===== src/hdl/ldse_pkg.sv =====
// Shared types and constants for the leaky delta spike encoder.
// Depends on nothing; every other file of the block imports it.
package ldse_pkg;

  // Integrator store depth; a power of two no larger than the pixel index range.
  localparam int unsigned Pixels = 1024;
  localparam int unsigned SlotW = $clog2(Pixels);

  // Field and register widths.
  localparam int unsigned PixW = 10;
  localparam int unsigned IntenW = 17;
  localparam int unsigned LeakW = 16;
  localparam int unsigned ThrW = 24;
  localparam int unsigned AccW = 25;
  localparam int unsigned CfgIdxW = 1;
  localparam int unsigned CfgDataW = 24;

  // The product keeps a sign bit on the leak and the full integrator width.
  localparam int unsigned ProdW = LeakW + 1 + AccW;
  // The sum of the scaled integrator and the intensity needs one more bit.
  localparam int unsigned SumW = AccW + 1;

  // Queue between the front and the back.
  localparam int unsigned QueueDepth = 4;
  localparam int unsigned QPtrW = $clog2(QueueDepth);
  localparam int unsigned QCntW = $clog2(QueueDepth + 1);

  // Register reset values.
  localparam logic [LeakW-1:0] LeakReset = 16'd62259;
  localparam logic [ThrW-1:0] ThreshReset = 24'd3277;

  // Largest value the signed Q8.16 integrator can hold.
  localparam logic signed [SumW-1:0] AccMax = SumW'((1 << (AccW - 1)) - 1);

  // Configuration register indexes.
  typedef enum logic [CfgIdxW-1:0] {
    CfgLeak   = 1'b0,
    CfgThresh = 1'b1
  } cfg_idx_e;

  // Spike codes as they appear on the output.
  localparam logic [1:0] SpikeNone = 2'b00;
  localparam logic [1:0] SpikePos = 2'b01;
  localparam logic [1:0] SpikeNeg = 2'b11;

  typedef logic signed [AccW-1:0] acc_t;

  // One classified input item as it travels through the queue.
  typedef struct packed {
    logic [SlotW-1:0]  slot;
    logic [PixW-1:0]   pixel;
    logic [IntenW-1:0] intensity;
    logic              restart;
  } item_t;

  // Live configuration seen by the back end.
  typedef struct packed {
    logic [LeakW-1:0] leak;
    logic [ThrW-1:0]  thresh;
  } cfg_t;

endpackage


===== src/hdl/ldse_front.sv =====
// Front end: configuration registers, input handshake and item classification.
// Depends on ldse_pkg.
module ldse_front
  import ldse_pkg::*;
(
  input  logic                clk_i,
  input  logic                rst_ni,
  input  logic                cfg_we_i,
  input  logic [CfgIdxW-1:0]  cfg_idx_i,
  input  logic [CfgDataW-1:0] cfg_wdata_i,
  input  logic                in_valid_i,
  output logic                in_ready_o,
  input  logic [PixW-1:0]     pixel_index_i,
  input  logic [IntenW-1:0]   intensity_i,
  input  logic                restart_i,
  input  logic                q_full_i,
  output logic                push_o,
  output item_t               item_o,
  output cfg_t                cfg_o
);

  logic [LeakW-1:0] leak_q;
  logic [ThrW-1:0]  thresh_q;

  // Configuration writes land directly in their register.
  always_ff @(posedge clk_i or negedge rst_ni) begin
    if (!rst_ni) begin
      leak_q   <= LeakReset;
      thresh_q <= ThreshReset;
    end else if (cfg_we_i) begin
      unique case (cfg_idx_e'(cfg_idx_i))
        CfgLeak:   leak_q   <= cfg_wdata_i[LeakW-1:0];
        CfgThresh: thresh_q <= cfg_wdata_i[ThrW-1:0];
      endcase
    end
  end

  assign cfg_o.leak   = leak_q;
  assign cfg_o.thresh = thresh_q;

  // An item is taken whenever the queue has room.
  assign in_ready_o = !q_full_i;
  assign push_o     = in_valid_i && in_ready_o;

  // Reduce the pixel index to its integrator slot; the store depth is a power of two.
  assign item_o.slot      = pixel_index_i[SlotW-1:0];
  assign item_o.pixel     = pixel_index_i;
  assign item_o.intensity = intensity_i;
  assign item_o.restart   = restart_i;

endmodule


===== config.mk =====
export PLATFORM = sky130hd
export DESIGN_NAME = ldse_front
export DESIGN_NICKNAME = d
export VERILOG_FILES = /design/src/hdl/ldse_pkg.sv /design/src/hdl/ldse_front.sv
export SDC_FILE = /design/constraint.sdc
export NUM_CORES = 1
export LEC_CHECK = 0
export ABC_AREA = 1
export BUFFER_PORTS_ARGS = -buffer_cell sky130_fd_sc_hd__buf_2
export CORE_UTILIZATION = 44
export DETAILED_ROUTE_END_ITERATION = 10
export HOLD_SLACK_MARGIN = 0.12
export PLACE_DENSITY_LB_ADDON = 0.05
export SYNTH_ARGS = -nofsm -noshare
export SYNTH_HDL_FRONTEND = slang
export SYNTH_SLANG_ARGS = --single-unit
export TNS_END_PERCENT = 100

===== constraint.sdc =====
create_clock -name clk_i -period 1.2 [get_ports clk_i]
set_input_delay 0.24 -clock clk_i [delete_from_list [all_inputs] [get_ports clk_i]]
set_output_delay 0.24 -clock clk_i [all_outputs]
set_load 0.05 [all_outputs]

* Word-level counts from Yosys, hierarchy flattened
Cells that the tools add are included.
** Word-level totals
- Bits in registers :: 40
- Bits of input ports :: 58
- Output and inout port bits :: 80
- Word-level logic and storage cells :: 7
** Cells by class
- Bitwise logic cells :: 1
- Reductions and logical operators :: 4
** Operator list (count)
- AND reduction 2 bit :: 2
- logical AND 1 bit :: 1
- logical NOT 1 bit :: 1
- inverter 1 bit :: 1

* Depth between registers and ports, before layout
- Word-level depth :: 2
- Mapped depth :: 6
- Gate-level depth less buffers :: 4

* Worst setup path before layout
No wires, ideal clock.
- Path type :: in2out
- Start point :: in in_valid_i
- End point :: out push_o
- Arrival time :: 906 ps
- Data required time :: 960 ps
- Setup slack :: 54 ps
- Stages on the path :: 2
- Buffers on the path :: 0
- Cells stage by stage :: inv_1 -> nor2_1
** Between the ends
- Word-level cells in the longest chain between the ends :: 1
** RTL lines
- from (decl) :: line ldse_front.sv:11 : input logic in_valid_i,
- logical AND 1 bit :: line ldse_front.sv:43 : assign push_o = in_valid_i && in_ready_o;
- to (decl) :: line ldse_front.sv:17 : output logic push_o,
Every way passes these cells.

* Worst setup path after layout
- Start point :: reg thresh_q[6]
- End point :: out cfg_o[6] (netlist bit)
** RTL lines
- from (decl) :: line ldse_front.sv:23 : logic [ThrW-1:0] thresh_q;
- from (signal assigned) :: line ldse_front.sv:29 : thresh_q <= ThreshReset;
- from (signal assigned) :: line ldse_front.sv:33 : CfgThresh: thresh_q <= cfg_wdata_i[ThrW-1:0];
- to (decl) :: line ldse_front.sv:19 : output cfg_t cfg_o
No word-level cell between the ends.

==> metrics.cfg <==
[detailed_routing]
wl_per_cell_um = 13.82
drtIter0Drc = 108
dr.pass1.iters = 4
antenna_left = 0
via_per_inst = 4.911
vias = 1488
post-route-drc-count = 0
wl_um = 4186

[yosys]
syn_avg_cell_area_um2 = 8.996
synthesis.nets = 274
synth.largest_area_cell = dfrtp_1
syn_area_um2 = 1943
synthCells = 216
synth_top_area_share_pct = 29.62
synth.area.top_cells = dfrtp_1, dfstp_2, buf_4
synth_seq_cells = 40
synth_cell_types = 11
ys_seq_area_share_pct = 52.61
synth-warning-count = 0

[timing]
slew_viol_final = 0
slew_headroom_pct = 82.40
post-route-period-util_pct = 102.2
fin_ws_ps = -26.68
fmax_mhz = 815.2
post-route-min-period_ps = 1227
tightestPinTransition_ps = 263.8
rsz0062_at_grt = true
fin_setup_tns_ps = -241.6
setup_violations = 17
fin_skew_ps = 0
finalHoldViolCount = 0

[worst_setup_path]
end_kind = output pin
worstPathMaxFanout = 2
cp.arrival_ps = 990
cp_cell_sequence = buf_8
critPathKind = flip-flop to output pin
crit_buf_inv = 1
path_delay_family = flip-flops
cp_slowest_stage_delay_ps = 560
cpMaxStageDelayCell = dfstp_2
cp.required_ps = 960
worstSetupStartpointType = flip-flop

[cts]
clk_pin_slew_ps = 70
htreeDepth = 2
cts_tree = done
cts_made_buffers = 5
clockBufferDepth = 2
clk_latency_ps = 270
clkSinkCount = 40
cts_root_buf = clkbuf_8

[status]
violations = negative setup slack
status = finished with violations

[finish]
diodes = 0
regArea_um2 = 1022
multiInputGateArea_um2 = 526.8
stdcell_count = 303
final_nets = 310
nFillCells = 402
drive_gt1_share_pct = 41.11
syn_to_final_growth_pct = 19.45

[job]
maxCapViolCount = 0

[power_and_ir_drop]
ir_drop_mv = 0.7216
p_per_area_nw_per_um2 = 1670
leakagePower_nw = 1.270

[grt]
grt.overflow.total = 0
grtUsageTotal_pct = 19.33
grt_pass1_vias = 1482
grt_max_degree = 41
grt_pass1_wl_um = 6679
grt_antenna_before_repair = 0

[floorplan]
die_area_um2 = 4686
die_y_um = 68.46
initial_core_util_pct = 47.22
core-area_um2 = 4115
row_count = 23
die_w_um = 68.46
io_pins = 138

[worst_hold_path]
hold_path.class = primary input to flip-flop

[placed_design]
dp_hpwl_um = 2995
globalplace.congestion = 0.7214
pre_cts_ws_ps = 183.4
dp_cells = 294
io_buffer_count = 71

## cells by family after synthesis
| kind of cell | synth area share, % |
|---|---|
| simple gates | 27.11 |
| flops | 52.61 |
| buf+inv | 20.28 |
## flip-flops by register name, indices dropped and copies added, names as in the netlist
signal / cells
thresh_q: 24
leak_q: 16
## synthesized netlist by cell type, drive strengths merged
library cell and instances:
nand3 40, nand2 82, inv 3, dfstp 17, buf 50, nor2 1
dfrtp 23
## cell type report
cell class / instances / share of cell area (%)
Clock buffer: 8 / 3.881
Inverter: 3 / 0.7008
Multi-Input combinational cell: 123 / 22.70
Sequential cell: 40 / 44.04
Tap cell: 50 / 2.695
Timing Repair Buffer: 79 / 25.98
## timing repair
action / in CTS / in global routing
resized for setup: 48 / 4
setup endpoints to repair: 17 / 18
setup buffers: 0 / 0
hold endpoints to repair: 23 / 0
hold buffers: 1 / 0
## per-stage QoR
stage          util [%]  hold slack [ps]  area, um2  power [mW]
2_1_floorplan         -           -55.59       1943       2.874
3_3_place_gp      49.77            227.6       2048       2.826
3_5_place_dp      49.77            227.9       2048       2.832
4_1_cts           56.07            170.0       2307       3.912
5_1_grt           56.40            186.7       2321       4.082
6_report          56.40            177.5       2321       3.876
## worst paths after layout
path	from	end	slack, ps	depth (start not counted)
worst max-delay path	thresh_q[6]	cfg_o[6]	-30	1
worst min-delay path	cfg_wdata_i[3]	thresh_q[3]	180	3
worst max register to register	thresh_q[3]	thresh_q[3]	460	2
worst min register to register	thresh_q[16]	thresh_q[16]	470	2
max in group asynchronous	rst_ni	thresh_q[2]	480	3
min in group asynchronous	rst_ni	leak_q[10]	470	3
## per-layer routing
metal | part of all wire, % | track usage, %
met1 | 41 | 23.77
met2 | 47 | 30.76
met3 | 8.3 | 4.833
met4 | 3.8 | 10.68
met5 | 0 | 0
## cells in the final DEF (no fill, tap or decap), types with 2 or more instances in the layout
cell       n
nand3_1   40
clkbuf_1   2
buf_4      6
buf_2     53
clkbuf_8   6
dfrtp_1   23
dfstp_2   17
inv_1      2
buf_8     17
nand2_4    2
nand2_1   80
## where the power goes
| group | internal, mW | total, mW | switching (mW) |
|---|---|---|---|
| Clock | 0.469 | 0.894 | 0.425 |
| Combinational | 0.400 | 1.29 | 0.890 |
| Sequential | 1.57 | 1.69 | 0.119 |
(Power assumes the default switching activity.)
