[config.mk]
export PLATFORM = sky130hd
export DESIGN_NAME = ldse_queue
export DESIGN_NICKNAME = d
export VERILOG_FILES = /design/src/hdl/ldse_pkg.sv /design/src/hdl/ldse_queue.sv
export SDC_FILE = /design/constraint.sdc
export NUM_CORES = 1
export LEC_CHECK = 0
export BUFFER_PORTS_ARGS = -buffer_cell sky130_fd_sc_hd__buf_2
export CAP_MARGIN = 20
export CORE_MARGIN = 4
export CORE_UTILIZATION = 50
export DETAILED_ROUTE_END_ITERATION = 6
export PLACE_DENSITY = 0.71
export SYNTH_ARGS = -nofsm -noshare
export SYNTH_HDL_FRONTEND = slang
export SYNTH_SLANG_ARGS = --single-unit
[constraint.sdc]
create_clock -name clk_i -period 5.2 [get_ports clk_i]
set_input_delay 1.04 -clock clk_i [delete_from_list [all_inputs] [get_ports clk_i]]
set_output_delay 1.04 -clock clk_i [all_outputs]
set_load 0.005 [all_outputs]
[src/hdl/ldse_pkg.sv]
// Shared types and constants for the leaky delta spike encoder.
// Depends on nothing; every other file of the block imports it.
package ldse_pkg;

  // Integrator store depth; a power of two no larger than the pixel index range.
  localparam int unsigned Pixels = 1024;
  localparam int unsigned SlotW = $clog2(Pixels);

  // Field and register widths.
  localparam int unsigned PixW = 10;
  localparam int unsigned IntenW = 17;
  localparam int unsigned LeakW = 16;
  localparam int unsigned ThrW = 24;
  localparam int unsigned AccW = 25;
  localparam int unsigned CfgIdxW = 1;
  localparam int unsigned CfgDataW = 24;

  // The product keeps a sign bit on the leak and the full integrator width.
  localparam int unsigned ProdW = LeakW + 1 + AccW;
  // The sum of the scaled integrator and the intensity needs one more bit.
  localparam int unsigned SumW = AccW + 1;

  // Queue between the front and the back.
  localparam int unsigned QueueDepth = 4;
  localparam int unsigned QPtrW = $clog2(QueueDepth);
  localparam int unsigned QCntW = $clog2(QueueDepth + 1);

  // Register reset values.
  localparam logic [LeakW-1:0] LeakReset = 16'd62259;
  localparam logic [ThrW-1:0] ThreshReset = 24'd3277;

  // Largest value the signed Q8.16 integrator can hold.
  localparam logic signed [SumW-1:0] AccMax = SumW'((1 << (AccW - 1)) - 1);

  // Configuration register indexes.
  typedef enum logic [CfgIdxW-1:0] {
    CfgLeak   = 1'b0,
    CfgThresh = 1'b1
  } cfg_idx_e;

  // Spike codes as they appear on the output.
  localparam logic [1:0] SpikeNone = 2'b00;
  localparam logic [1:0] SpikePos = 2'b01;
  localparam logic [1:0] SpikeNeg = 2'b11;

  typedef logic signed [AccW-1:0] acc_t;

  // One classified input item as it travels through the queue.
  typedef struct packed {
    logic [SlotW-1:0]  slot;
    logic [PixW-1:0]   pixel;
    logic [IntenW-1:0] intensity;
    logic              restart;
  } item_t;

  // Live configuration seen by the back end.
  typedef struct packed {
    logic [LeakW-1:0] leak;
    logic [ThrW-1:0]  thresh;
  } cfg_t;

endpackage

[src/hdl/ldse_queue.sv]
// Short item queue that decouples the front end from the back end.
// Depends on ldse_pkg.
module ldse_queue
  import ldse_pkg::*;
(
  input  logic  clk_i,
  input  logic  rst_ni,
  input  logic  push_i,
  input  item_t item_i,
  output logic  full_o,
  input  logic  pop_i,
  output logic  head_valid_o,
  output item_t head_o
);

  item_t             entries_q [QueueDepth];
  logic [QPtrW-1:0]  wr_ptr_q;
  logic [QPtrW-1:0]  rd_ptr_q;
  logic [QCntW-1:0]  count_q;

  assign full_o       = (count_q == QCntW'(QueueDepth));
  assign head_valid_o = (count_q != '0);
  assign head_o       = entries_q[rd_ptr_q];

  // Pointers and fill count.
  always_ff @(posedge clk_i or negedge rst_ni) begin
    if (!rst_ni) begin
      wr_ptr_q <= '0;
      rd_ptr_q <= '0;
      count_q  <= '0;
    end else begin
      if (push_i) begin
        wr_ptr_q <= wr_ptr_q + QPtrW'(1);
      end
      if (pop_i) begin
        rd_ptr_q <= rd_ptr_q + QPtrW'(1);
      end
      if (push_i && !pop_i) begin
        count_q <= count_q + QCntW'(1);
      end else if (pop_i && !push_i) begin
        count_q <= count_q - QCntW'(1);
      end
    end
  end

  // Item storage.
  always_ff @(posedge clk_i) begin
    if (push_i) begin
      entries_q[wr_ptr_q] <= item_i;
    end
  end

  // The front never pushes into a full queue.
  assert property (@(posedge clk_i) disable iff (!rst_ni) full_o |-> !push_i)
    else $error("item pushed into a full queue");

  // The back never pops an empty queue.
  assert property (@(posedge clk_i) disable iff (!rst_ni) pop_i |-> head_valid_o)
    else $error("item popped from an empty queue");

endmodule

== Word level (Yosys, flattened, before mapping) ==
Memory sizes are Yosys's and may differ from the RTL's.
Cells that the tools add are included.

* Multiplexer cells: 4
* Add/sub/neg operators: 4
* Equality and inequality tests: 1
* Reduce and logical (&&, ||, !) cells: 6

{| class="wikitable"
|+ Operator list
! operator !! count
|-
| 3-bit 2-to-1 mux || 2
|-
| 2-bit by 1-bit adder with 2-bit output, second input constant || 2
|-
| 3-bit by 1-bit adder with 3-bit output, second input constant || 1
|-
| 3-bit equality test, second input constant || 1
|-
| 3-bit nonzero test || 1
|-
| 3-bit by 1-bit subtractor with 3-bit output, second input constant || 1
|-
| 1-bit logical AND || 2
|-
| 1-bit zero test || 2
|-
| 1-bit 2-to-1 mux || 2
|-
| 2-bit nonzero test || 1
|}

* RAM bits: 152
* Logic and storage cells: 19
* Memories: 1
* Flip-flop bits (word level): 7
* Output and inout bits: 40

{| class="wikitable"
|+ Memories
! name !! depth !! bits a word !! rd ports !! clocked after memory_dff !! write ports !! line !! RTL
|-
| entries_q || 4 || 38 || 1 || 0 || 1 || ldse_queue.sv:16 || <nowiki>item_t entries_q [QueueDepth];</nowiki>
|}

== Logic depth before layout (Yosys ltp) ==
Gate-level depths: netlist of run 1.

* Word-level depth: 4
* Gate-level depth with buffers: 7

== Worst setup path before layout of run 1 ==
OpenSTA, ideal clock, no wires.

* Path kind: input-to-reg
* From: input port push_i
* To: memory entries_q[0][0] (netlist bit) (enable)
* Data arrival time: 1.968 ns
* Cell stages on the path: 1
* Path buffers: 0
* Path slack: 2.833 ns
* Cells stage by stage: and2_1

* Word-level cells in the longest chain between the ends: 2

{| class="wikitable"
|+ Ends and longest elaborated chain
! item !! line !! RTL
|-
| start: declaration || ldse_queue.sv:8 || <nowiki>input logic push_i,</nowiki>
|-
| 1-bit 2-to-1 mux || ldse_queue.sv:48 || <nowiki>if (push_i) begin</nowiki>
|-
| 1-bit 2-to-1 mux (not written as such) || ldse_queue.sv:49 || <nowiki>entries_q[wr_ptr_q] <= item_i;</nowiki>
|-
| end: declaration || ldse_queue.sv:16 ||
|}

Every way passes these cells.

==> flow_metrics.env, run 1 <==
export IMPL_status="finished, final reports clean"
export IMPL_end_kind="output pin"
export IMPL_busiest_layer="met2"
export IMPL_num_rows=39
export IMPL_finalNonFillerCells=479
export IMPL_fin_skew_ps=10.4
export IMPL_hold_viol=0
export IMPL_synth_area_top_cells="edfxtp_1, mux4_2, dfrtp_1"
export IMPL_critPathKind="flop to output pin"
export IMPL_dieWidth_um=117
export IMPL_fmax_mhz=284
export IMPL_fin_crit_sh_pct=67.7
export IMPL_cts_tree="yes"
export IMPL_dp_slack_ps=2010
export IMPL_power_frac_comb_pct=22.4
export IMPL_synth_top_area_share_pct=77.0
export IMPL_drive_above_1_share_pct=44.6
export IMPL_finalNetCount=373
export IMPL_hold_buffers=0
export IMPL_fin_tns_setup_ps=0
export IMPL_drt_iter0_drc=200
export IMPL_power_frac_seq_pct=48.7
export IMPL_maxCapViolations=0
export IMPL_yosysTopAreaCell="edfxtp_1"
export IMPL_dpl_hpwl_um=5650
export IMPL_grt_max_degree=40
export IMPL_yosysSeqAreaShare_pct=80.0
export IMPL_report_final_slew_viol_count=0
export IMPL_post_cts_setup_buffer_count=0
export IMPL_start_kind="flop"
export IMPL_p_per_area_nw_per_um2=555
export IMPL_cts_made_buffers=17
export IMPL_grt_overflow=0
export IMPL_tightest_slew_ps=1050
export IMPL_ir_drop_uv=272
export IMPL_cts_resized=0
export IMPL_seq_area_um2=4740
export IMPL_num_vias=2562
export IMPL_dr_pass1_iters=4
export IMPL_diodes=0
export IMPL_period_minus_slack_ps=3520
export IMPL_htree_levels=4
export IMPL_syn_nets=281
export IMPL_numPortBuffers=81
export IMPL_path_max_fanout=27
export IMPL_ys_seq_elements=159
export IMPL_syn_inst=233
export IMPL_yosys_warnings=0
export IMPL_syn2layout_area_growth_pct=17.2
export IMPL_drtAntennaViolNets=0
export IMPL_clkPwrFrac_pct=29.0
export IMPL_gr_usage_met3_pct=7.25
export IMPL_syn_avg_cell_area_um2=25.4
export IMPL_cts_root_buf="clkbuf_16"
export IMPL_reg2reg_slack_ps=3320
export IMPL_hp_class="input pin to asynchronous set/reset pin"
export IMPL_multi_input_area_um2=1060
export IMPL_dp_cells=449
export IMPL_hold_worst_slack_ps=465
export IMPL_clock_latency_ps=420
export IMPL_fp_dieH_um=117
export IMPL_initial_core_util_pct=51.5
export IMPL_finalWeightedCongestion=0.674
export IMPL_met2_usage_pct=24.6
export IMPL_setup_viol=0
export IMPL_routed_wl_um=9570
export IMPL_clockBufferDepth=2
export IMPL_use_met1_pct=19.1
export IMPL_grt_use_total_pct=15.4
export IMPL_io_pins=82
export IMPL_synth_distinct_cells=19
export IMPL_critPathRequiredTime_ps=4160
export IMPL_wl_per_cell_um=20.0
export IMPL_final_area_um2=6940
export IMPL_rsz0062_at_grt="false"
export IMPL_leakage_nw=2.42
export IMPL_fillers=809
export IMPL_grt_pass1_vias=2801
export IMPL_clk_pin_slew_ps=60
export IMPL_antenna_found_initial=0
export IMPL_cts_sink_count=159
export IMPL_max_slew_margin_pct=30.0
export IMPL_coreArea_um2=11500
export IMPL_placed_area_um2=6410
export IMPL_setup_ws_ps=1680
export IMPL_die_area_um2=13700
export IMPL_grt_pass1_wl_um=14800
export IMPL_swShare_pct=25.7
export IMPL_cp_arrival_ps=2480
export IMPL_p_int_mw=2.86
export IMPL_p_sw_mw=0.992
export IMPL_drcViolationCount=0
export IMPL_netlist_area_um2=5930
export IMPL_via_per_inst=5.35
-- routing by layer --
metal	wire length, um	up-vias	share of wire [%]
met2	4820	80	50
met1	4090	1316	43
met5	0	-	0
li1	-	1162	-
met4	44	0	0.46
met3	622	4	6.5
-- state kept, by name, summed over array words and instances, names as in the netlist --
| name | flops |
|---|---|
| entries_q | 152 |
| count_q | 3 |
| rd_ptr_q | 2 |
| wr_ptr_q | 2 |
-- layout by cell type (no fill, tap or decap), types with 2 or more instances in the layout --
master and count:
nand2_1 2, edfxtp_1 152, clkbuf_16 17, mux4_2 38, ha_1 5, clkinv_1 6
buf_2 81, xor2_1 4, inv_1 4, and2_2 4, dfrtp_2 2, xnor2_1 2
bufinv_16 2, dfrtp_1 5, clkinv_2 4
-- cells by family (layout without fill, tap and decap cells) --
group | after synthesis | in the layout | share of synthesized area (%)
mux | 39 | 39 | 14.6
flops | 159 | 159 | 80.0
simple gates | 9 | 9 | 0.845
buf+inv | 13 | 116 | 2.17
fa+ha+maj | 6 | 6 | 1.39
xor+xnor | 6 | 6 | 0.887
compound gates | 1 | 1 | 0.0844
-- cell usage after synthesis --
master	instances
inv_1	4
mux4_2	38
fa_1	1
or3_1	1
buf_12	4
xor2_1	4
edfxtp_1	152
dfrtp_1	7
ha_1	5
nor2_1	1
mux2_2	1
xnor2_1	2
buf_6	1
o21ai_0	1
nand2_1	2
buf_2	3
buf_4	1
and2_1	4
nor3b_1	1
-- final timing paths --
path / endpoint / cells past startpoint / startpoint
max: head_o[17] / 3 / rd_ptr_q[0]$_DFFE_PN0P_
min: count_q[1]$_DFFE_PN0P_ / 1 / rst_ni
max reg2reg: entries_q[1][5]$_DFFE_PP_ / 3 / wr_ptr_q[1]$_DFFE_PN0P_
min reg2reg: count_q[2]$_DFFE_PN0P_ / 1 / count_q[2]$_DFFE_PN0P_
max in group asynchronous: rd_ptr_q[0]$_DFFE_PN0P_ / 1 / rst_ni
min in group clk_i: count_q[2]$_DFFE_PN0P_ / 1 / count_q[2]$_DFFE_PN0P_
-- power groups by stage --
stage	combinational, mW	sequential (mW)	clock [mW]
global placement	0.875	1.90	0
CTS	0.890	1.89	1.14
detailed placement	0.885	1.91	0
floorplan	0.727	1.76	0
finish	0.862	1.88	1.12
global route	0.946	1.92	1.21
-- per-stage QoR --
stage	power [mW]	util, %
2_1_floorplan	2.48	-
6_report	3.85	60.3
4_1_cts	3.92	60.3
3_3_place_gp	2.77	55.7
3_5_place_dp	2.80	55.7
5_1_grt	4.07	60.3
-- critical path, cell delays in order (launching register included) --
cell	delay, ps
dfrtp_2	940
buf_4	430
mux4_2	560
buf_2	140
-- cell type report --
cell class	count	share of cell area, %
timing repair buffer	82	5.95
clock inverter	12	1.48
multi-input combinational	61	15.3
inverter	4	0.216
clock buffer	18	6.18
sequential	159	68.3
tap	143	2.58
(Power assumes the default switching activity.)
==> run 2: changes to the inputs <==
==> constraint.sdc (replaced) <==
create_clock -name clk_i -period 3.55 [get_ports clk_i]
set_input_delay 0.71 -clock clk_i [delete_from_list [all_inputs] [get_ports clk_i]]
set_output_delay 0.71 -clock clk_i [all_outputs]
set_load 0.005 [all_outputs]
==> run 2 against run 1 <==
Against the previous run:
- non-clock buffer count grew 7
- sequential power up 40%
- total power rose by 50%
- register-to-register slack worse by 1600 ps
- worst hold slack got worse by 340 ps
- wire length rose by 7.0%
- first-iteration DRC count is 26% lower
- critical path type unchanged
==> flow_metrics.env, run 2 (same netlist as run 1, synthesis figures left out) <==
export IMPL_status="finished, final reports clean"
export IMPL_hold_buffers=0
export IMPL_drt_iter0_drc=149
export IMPL_p_int_mw=4.20
export IMPL_diodes=0
export IMPL_p_sw_mw=1.58
export IMPL_fin_skew_ps=8.83
export IMPL_maxCapViolations=0
export IMPL_reg_top3="entries_q x152, count_q x3"
export IMPL_grt_overflow=0
export IMPL_post_cts_setup_buffer_count=0
export IMPL_tightest_slew_ps=599
export IMPL_drcViolationCount=0
export IMPL_clkPwrFrac_pct=29.4
export IMPL_crit_buf_inv=2
export IMPL_grt_max_degree=31
export IMPL_cts_sink_count=159
export IMPL_setup_ws_ps=808
export IMPL_met1Wirelength_um=4370
export IMPL_wl_per_cell_um=21.0
export IMPL_report_final_slew_viol_count=0
export IMPL_critPathRequiredTime_ps=2840
export IMPL_top_layer="met4"
export IMPL_critPathKind="flop to output pin"
export IMPL_power_frac_comb_pct=24.9
export IMPL_fmax_mhz=365
export IMPL_dp_slack_ps=1190
export IMPL_initial_core_util_pct=51.5
export IMPL_num_rows=39
export IMPL_finalNetCount=380
export IMPL_dieWidth_um=117
export IMPL_fin_tns_setup_ps=0
export IMPL_final_cell_mix="edfxtp_1, buf_2, mux4_2, clkbuf_16, buf_4"
export IMPL_p_per_area_nw_per_um2=822
export IMPL_cts_root_buf="clkbuf_16"
export IMPL_wl_met3_um=559
export IMPL_syn2layout_area_growth_pct=18.8
export IMPL_cp_arrival_ps=2030
export IMPL_grt_pass1_vias=2980
export IMPL_fp_dieH_um=117
export IMPL_antenna_found_initial=0
export IMPL_final_area_um2=7040
export IMPL_die_area_um2=13700
export IMPL_via_per_inst=5.44
export IMPL_dr_wl_met2_um=5210
export IMPL_swShare_pct=27.4
export IMPL_routed_wl_um=10200
export IMPL_placed_area_um2=6480
export IMPL_clk_pin_slew_ps=60
export IMPL_coreArea_um2=11500
export IMPL_cp_slowest_cell="dfrtp_2"
export IMPL_worstPathCellList="buf_12, mux4_2, buf_2"
export IMPL_fin_crit_sh_pct=77.2
export IMPL_dpl_hpwl_um=6490
export IMPL_dr_pass1_iters=4
export IMPL_leakage_nw=2.46
export IMPL_htree_levels=4
export IMPL_max_flop_register="entries_q"
export IMPL_multi_input_area_um2=1060
export IMPL_hold_viol=0
export IMPL_hp_class="input pin to asynchronous set/reset pin"
export IMPL_seq_area_um2=4740
export IMPL_end_kind="output pin"
export IMPL_drtAntennaViolNets=0
export IMPL_rsz0062_at_grt="false"
export IMPL_start_kind="flop"
export IMPL_cts_tree="yes"
export IMPL_finalWeightedCongestion=0.668
export IMPL_numPortBuffers=81
export IMPL_ir_drop_uv=348
export IMPL_path_max_fanout=30
export IMPL_max_slew_margin_pct=60.1
export IMPL_clock_latency_ps=410
export IMPL_max_stage_delay_ps=590
export IMPL_power_frac_seq_pct=45.7
export IMPL_clockBufferDepth=2
export IMPL_largest_reg_flops=152
export IMPL_final_common_cell="edfxtp_1"
export IMPL_period_minus_slack_ps=2740
export IMPL_io_pins=82
export IMPL_setup_viol=0
export IMPL_cts_made_buffers=17
export IMPL_grt_pass1_wl_um=15800
export IMPL_cts_resized=0
export IMPL_drive_above_1_share_pct=47.8
export IMPL_grt_use_total_pct=16.3
export IMPL_num_vias=2653
export IMPL_fillers=829
export IMPL_cp_top_family="flip-flops"
==> run 2: cell types whose count changed in the layout (fill, tap and decap cells not counted), sizes merged <==
cell	before	now
clkinv	10	5
bufinv	2	1
inv	4	9
buf	82	89
clkinvlp	0	3
==> run 2: power groups by stage <==
stage	sequential (mW)	combinational (mW)	clock, mW
finish	2.64	1.44	1.70
floorplan	2.57	1.07	0
detailed placement	2.69	1.49	0
CTS	2.65	1.49	1.73
global placement	2.67	1.47	0
global route	2.69	1.59	1.82
==> run 2: routing by layer <==
layer | track usage, % | vias to the layer above
li1 | - | 1180
met1 | 20.4 | 1385
met2 | 26.8 | 79
met3 | 5.76 | 9
met4 | 5.28 | 0
met5 | 0 | -
==> run 2: metrics by stage <==
step / utilization, % / instances / hold slack [ps] / power (mW)
after floorplan: - / 233 / 414 / 3.64
after global placement: 56.2 / 456 / 477 / 4.14
after detailed placement: 56.2 / 456 / 487 / 4.18
after CTS: 61.1 / 488 / 112 / 5.87
after global routing: 61.1 / 488 / 109 / 6.09
final: 61.1 / 488 / 128 / 5.78
==> run 2: worst paths after layout <==
kind | start | to | slack [ps] | cells past startpoint
min in group clk_i | count_q[2]$_DFFE_PN0P_ | count_q[2]$_DFFE_PN0P_ | 500 | 1
worst min-delay path | rst_ni | count_q[2]$_DFFE_PN0P_ | 130 | 1
worst max register to register | wr_ptr_q[0]$_DFFE_PN0P_ | entries_q[2][10]$_DFFE_PP_ | 1740 | 4
worst min register to register | count_q[2]$_DFFE_PN0P_ | count_q[2]$_DFFE_PN0P_ | 500 | 1
worst max-delay path | rd_ptr_q[0]$_DFFE_PN0P_ | head_o[5] | 810 | 3
max in group asynchronous | rst_ni | rd_ptr_q[1]$_DFFE_PN0P_ | 3240 | 1
==> run 2: cell type report <==
cell class                 instances  share of cell area (%)
clock buffer                      18                    6.10
clock inverter                    14                    1.88
inverter                           4                   0.213
multi-input combinational         61                    15.1
sequential                       159                    67.4
tap                              143                    2.54
timing repair buffer              89                    6.79
==> run 3: changes to the inputs <==
==> constraint.sdc (replaced) <==
create_clock -name clk_i -period 2.84 [get_ports clk_i]
set_input_delay 0.568 -clock clk_i [delete_from_list [all_inputs] [get_ports clk_i]]
set_output_delay 0.568 -clock clk_i [all_outputs]
set_load 0.005 [all_outputs]
==> run 3 against run 2 <==
Against the previous run:
- total power grew 30%
- critical path depth is the same
- sequential power grew 21%
- worst hold slack gained 230 ps
- sequential cell count is the same
- via count grew 0.94%
- global-route usage shrank 0.075 points
- critical endpoint is now head_o[24]
==> flow_metrics.env, run 3 (same netlist as run 1, synthesis figures left out) <==
export IMPL_status="finished, final reports clean"
export IMPL_cts_made_buffers=17
export IMPL_dpl_hpwl_um=6150
export IMPL_die_area_um2=13700
export IMPL_end_kind="output pin"
export IMPL_r2r_cells=4
export IMPL_fp_dieH_um=117
export IMPL_cts_tree="yes"
export IMPL_grt_max_degree=24
export IMPL_cp_endpoint="head_o[24]"
export IMPL_rsz0062_at_grt="false"
export IMPL_drive_above_1_share_pct=47.1
export IMPL_grt_use_total_pct=16.2
export IMPL_setup_viol=0
export IMPL_clk_pin_slew_ps=60
export IMPL_max_slew_margin_pct=63.1
export IMPL_maxCapViolations=0
export IMPL_setup_ws_ps=358
export IMPL_grt_pass1_wl_um=15500
export IMPL_period_minus_slack_ps=2480
export IMPL_dp_slack_ps=765
export IMPL_reg_top3="entries_q x152, count_q x3"
export IMPL_path_max_fanout=23
export IMPL_io_pins=82
export IMPL_clock_latency_ps=420
export IMPL_dp_cells=458
export IMPL_cp_arrival_ps=1910
export IMPL_via_per_inst=5.44
export IMPL_fillers=803
export IMPL_critPathKind="flop to output pin"
export IMPL_power_total_mw=7.52
export IMPL_ir_drop_uv=584
export IMPL_routed_wl_um=10100
export IMPL_num_rows=39
export IMPL_dr_pass1_iters=5
export IMPL_drcViolationCount=0
export IMPL_largest_reg_flops=152
export IMPL_r2r_start="wr_ptr_q[0]$_DFFE_PN0P_"
export IMPL_finalNonFillerCells=492
export IMPL_finalWeightedCongestion=0.656
export IMPL_crit_path_start="rd_ptr_q[0]$_DFFE_PN0P_"
export IMPL_p_per_area_nw_per_um2=1050
export IMPL_holdPathStages=1
export IMPL_reg2reg_to="entries_q[0][16]$_DFFE_PP_"
export IMPL_coreArea_um2=11500
export IMPL_post_cts_setup_buffer_count=0
export IMPL_grt_overflow=0
export IMPL_tightest_slew_ps=554
export IMPL_clockBufferDepth=2
export IMPL_cts_root_buf="clkbuf_16"
export IMPL_grt_pass1_vias=2795
export IMPL_drt_iter0_drc=210
export IMPL_fin_crit_sh_pct=87.4
export IMPL_hp_class="input pin to flop"
export IMPL_multi_input_area_um2=1060
export IMPL_antenna_found_initial=0
export IMPL_fmax_mhz=403
export IMPL_report_final_slew_viol_count=0
export IMPL_reg2reg_slack_ps=1110
export IMPL_hold_worst_slack_ps=361
export IMPL_hold_viol=0
export IMPL_initial_core_util_pct=51.5
export IMPL_cts_sink_count=159
export IMPL_num_vias=2678
export IMPL_drtAntennaViolNets=0
export IMPL_numPortBuffers=81
export IMPL_htree_levels=4
export IMPL_max_flop_register="entries_q"
export IMPL_leakage_nw=2.51
export IMPL_fin_tns_setup_ps=0
export IMPL_syn2layout_area_growth_pct=20.6
export IMPL_final_common_cell="edfxtp_1"
export IMPL_dieWidth_um=117
export IMPL_fin_skew_ps=4.69
export IMPL_seq_area_um2=4740
export IMPL_start_kind="flop"
export IMPL_finalNetCount=383
export IMPL_final_cell_mix="edfxtp_1, buf_2, mux4_2, clkbuf_16, buf_4"
export IMPL_critPathRequiredTime_ps=2270
export IMPL_wl_per_cell_um=20.6
[run 3: metal layers]
layer | wire [um] | vias up | GRT usage [%]
met3 | 736 | 9 | 6.94
met4 | 98 | 0 | 5.05
met5 | 0 | - | 0
met2 | 4890 | 92 | 24.5
li1 | - | 1184 | -
met1 | 4410 | 1393 | 21.7
[run 3: worst min path at each step]
stage / slack (ps) / from / to
after floorplan: 270 / rst_ni / count_q[0]$_DFFE_PN0P_
after global placement: 410 / rst_ni / count_q[1]$_DFFE_PN0P_
after detailed placement: 420 / rst_ni / count_q[1]$_DFFE_PN0P_
after CTS: 340 / item_i[37] / entries_q[1][37]$_DFFE_PP_
after global routing: 350 / item_i[21] / entries_q[1][21]$_DFFE_PP_
final: 360 / item_i[37] / entries_q[2][37]$_DFFE_PP_
[run 3: cell type report]
cell class	count	area share (%)
flip-flops and latches	159	66.4
multi-input cells	61	14.9
repair buffers	92	7.21
clock buffers	20	6.11
clock inverters	12	2.70
well taps	143	2.50
inverters	4	0.210
diodes	1	0.0350
[run 3: through the flow]
stage / cell area (um2) / utilization, %
6_report: 7150 / 62.0
5_1_grt: 7140 / 62.0
4_1_cts: 7140 / 62.0
3_5_place_dp: 6500 / 56.5
3_3_place_gp: 6500 / 56.5
2_1_floorplan: 5930 / -
[run 3: timing repair]
action,4_1_cts,5_1_grt
endpoints found under the hold margin,7,0
resized for setup,0,0
hold buffers,1,0
[run 3: power breakdown]
group / switching (mW) / internal, mW / total, mW
clock: 0.847 / 1.55 / 2.40
sequential: 0.124 / 3.08 / 3.20
combinational: 0.953 / 0.967 / 1.92
total: 1.92 / 5.60 / 7.52
[run 3: critical path: stages, from the launching register on]
cell	delay (ps)
dfrtp_2	350
buf_4	400
mux4_2	600
buf_2	150
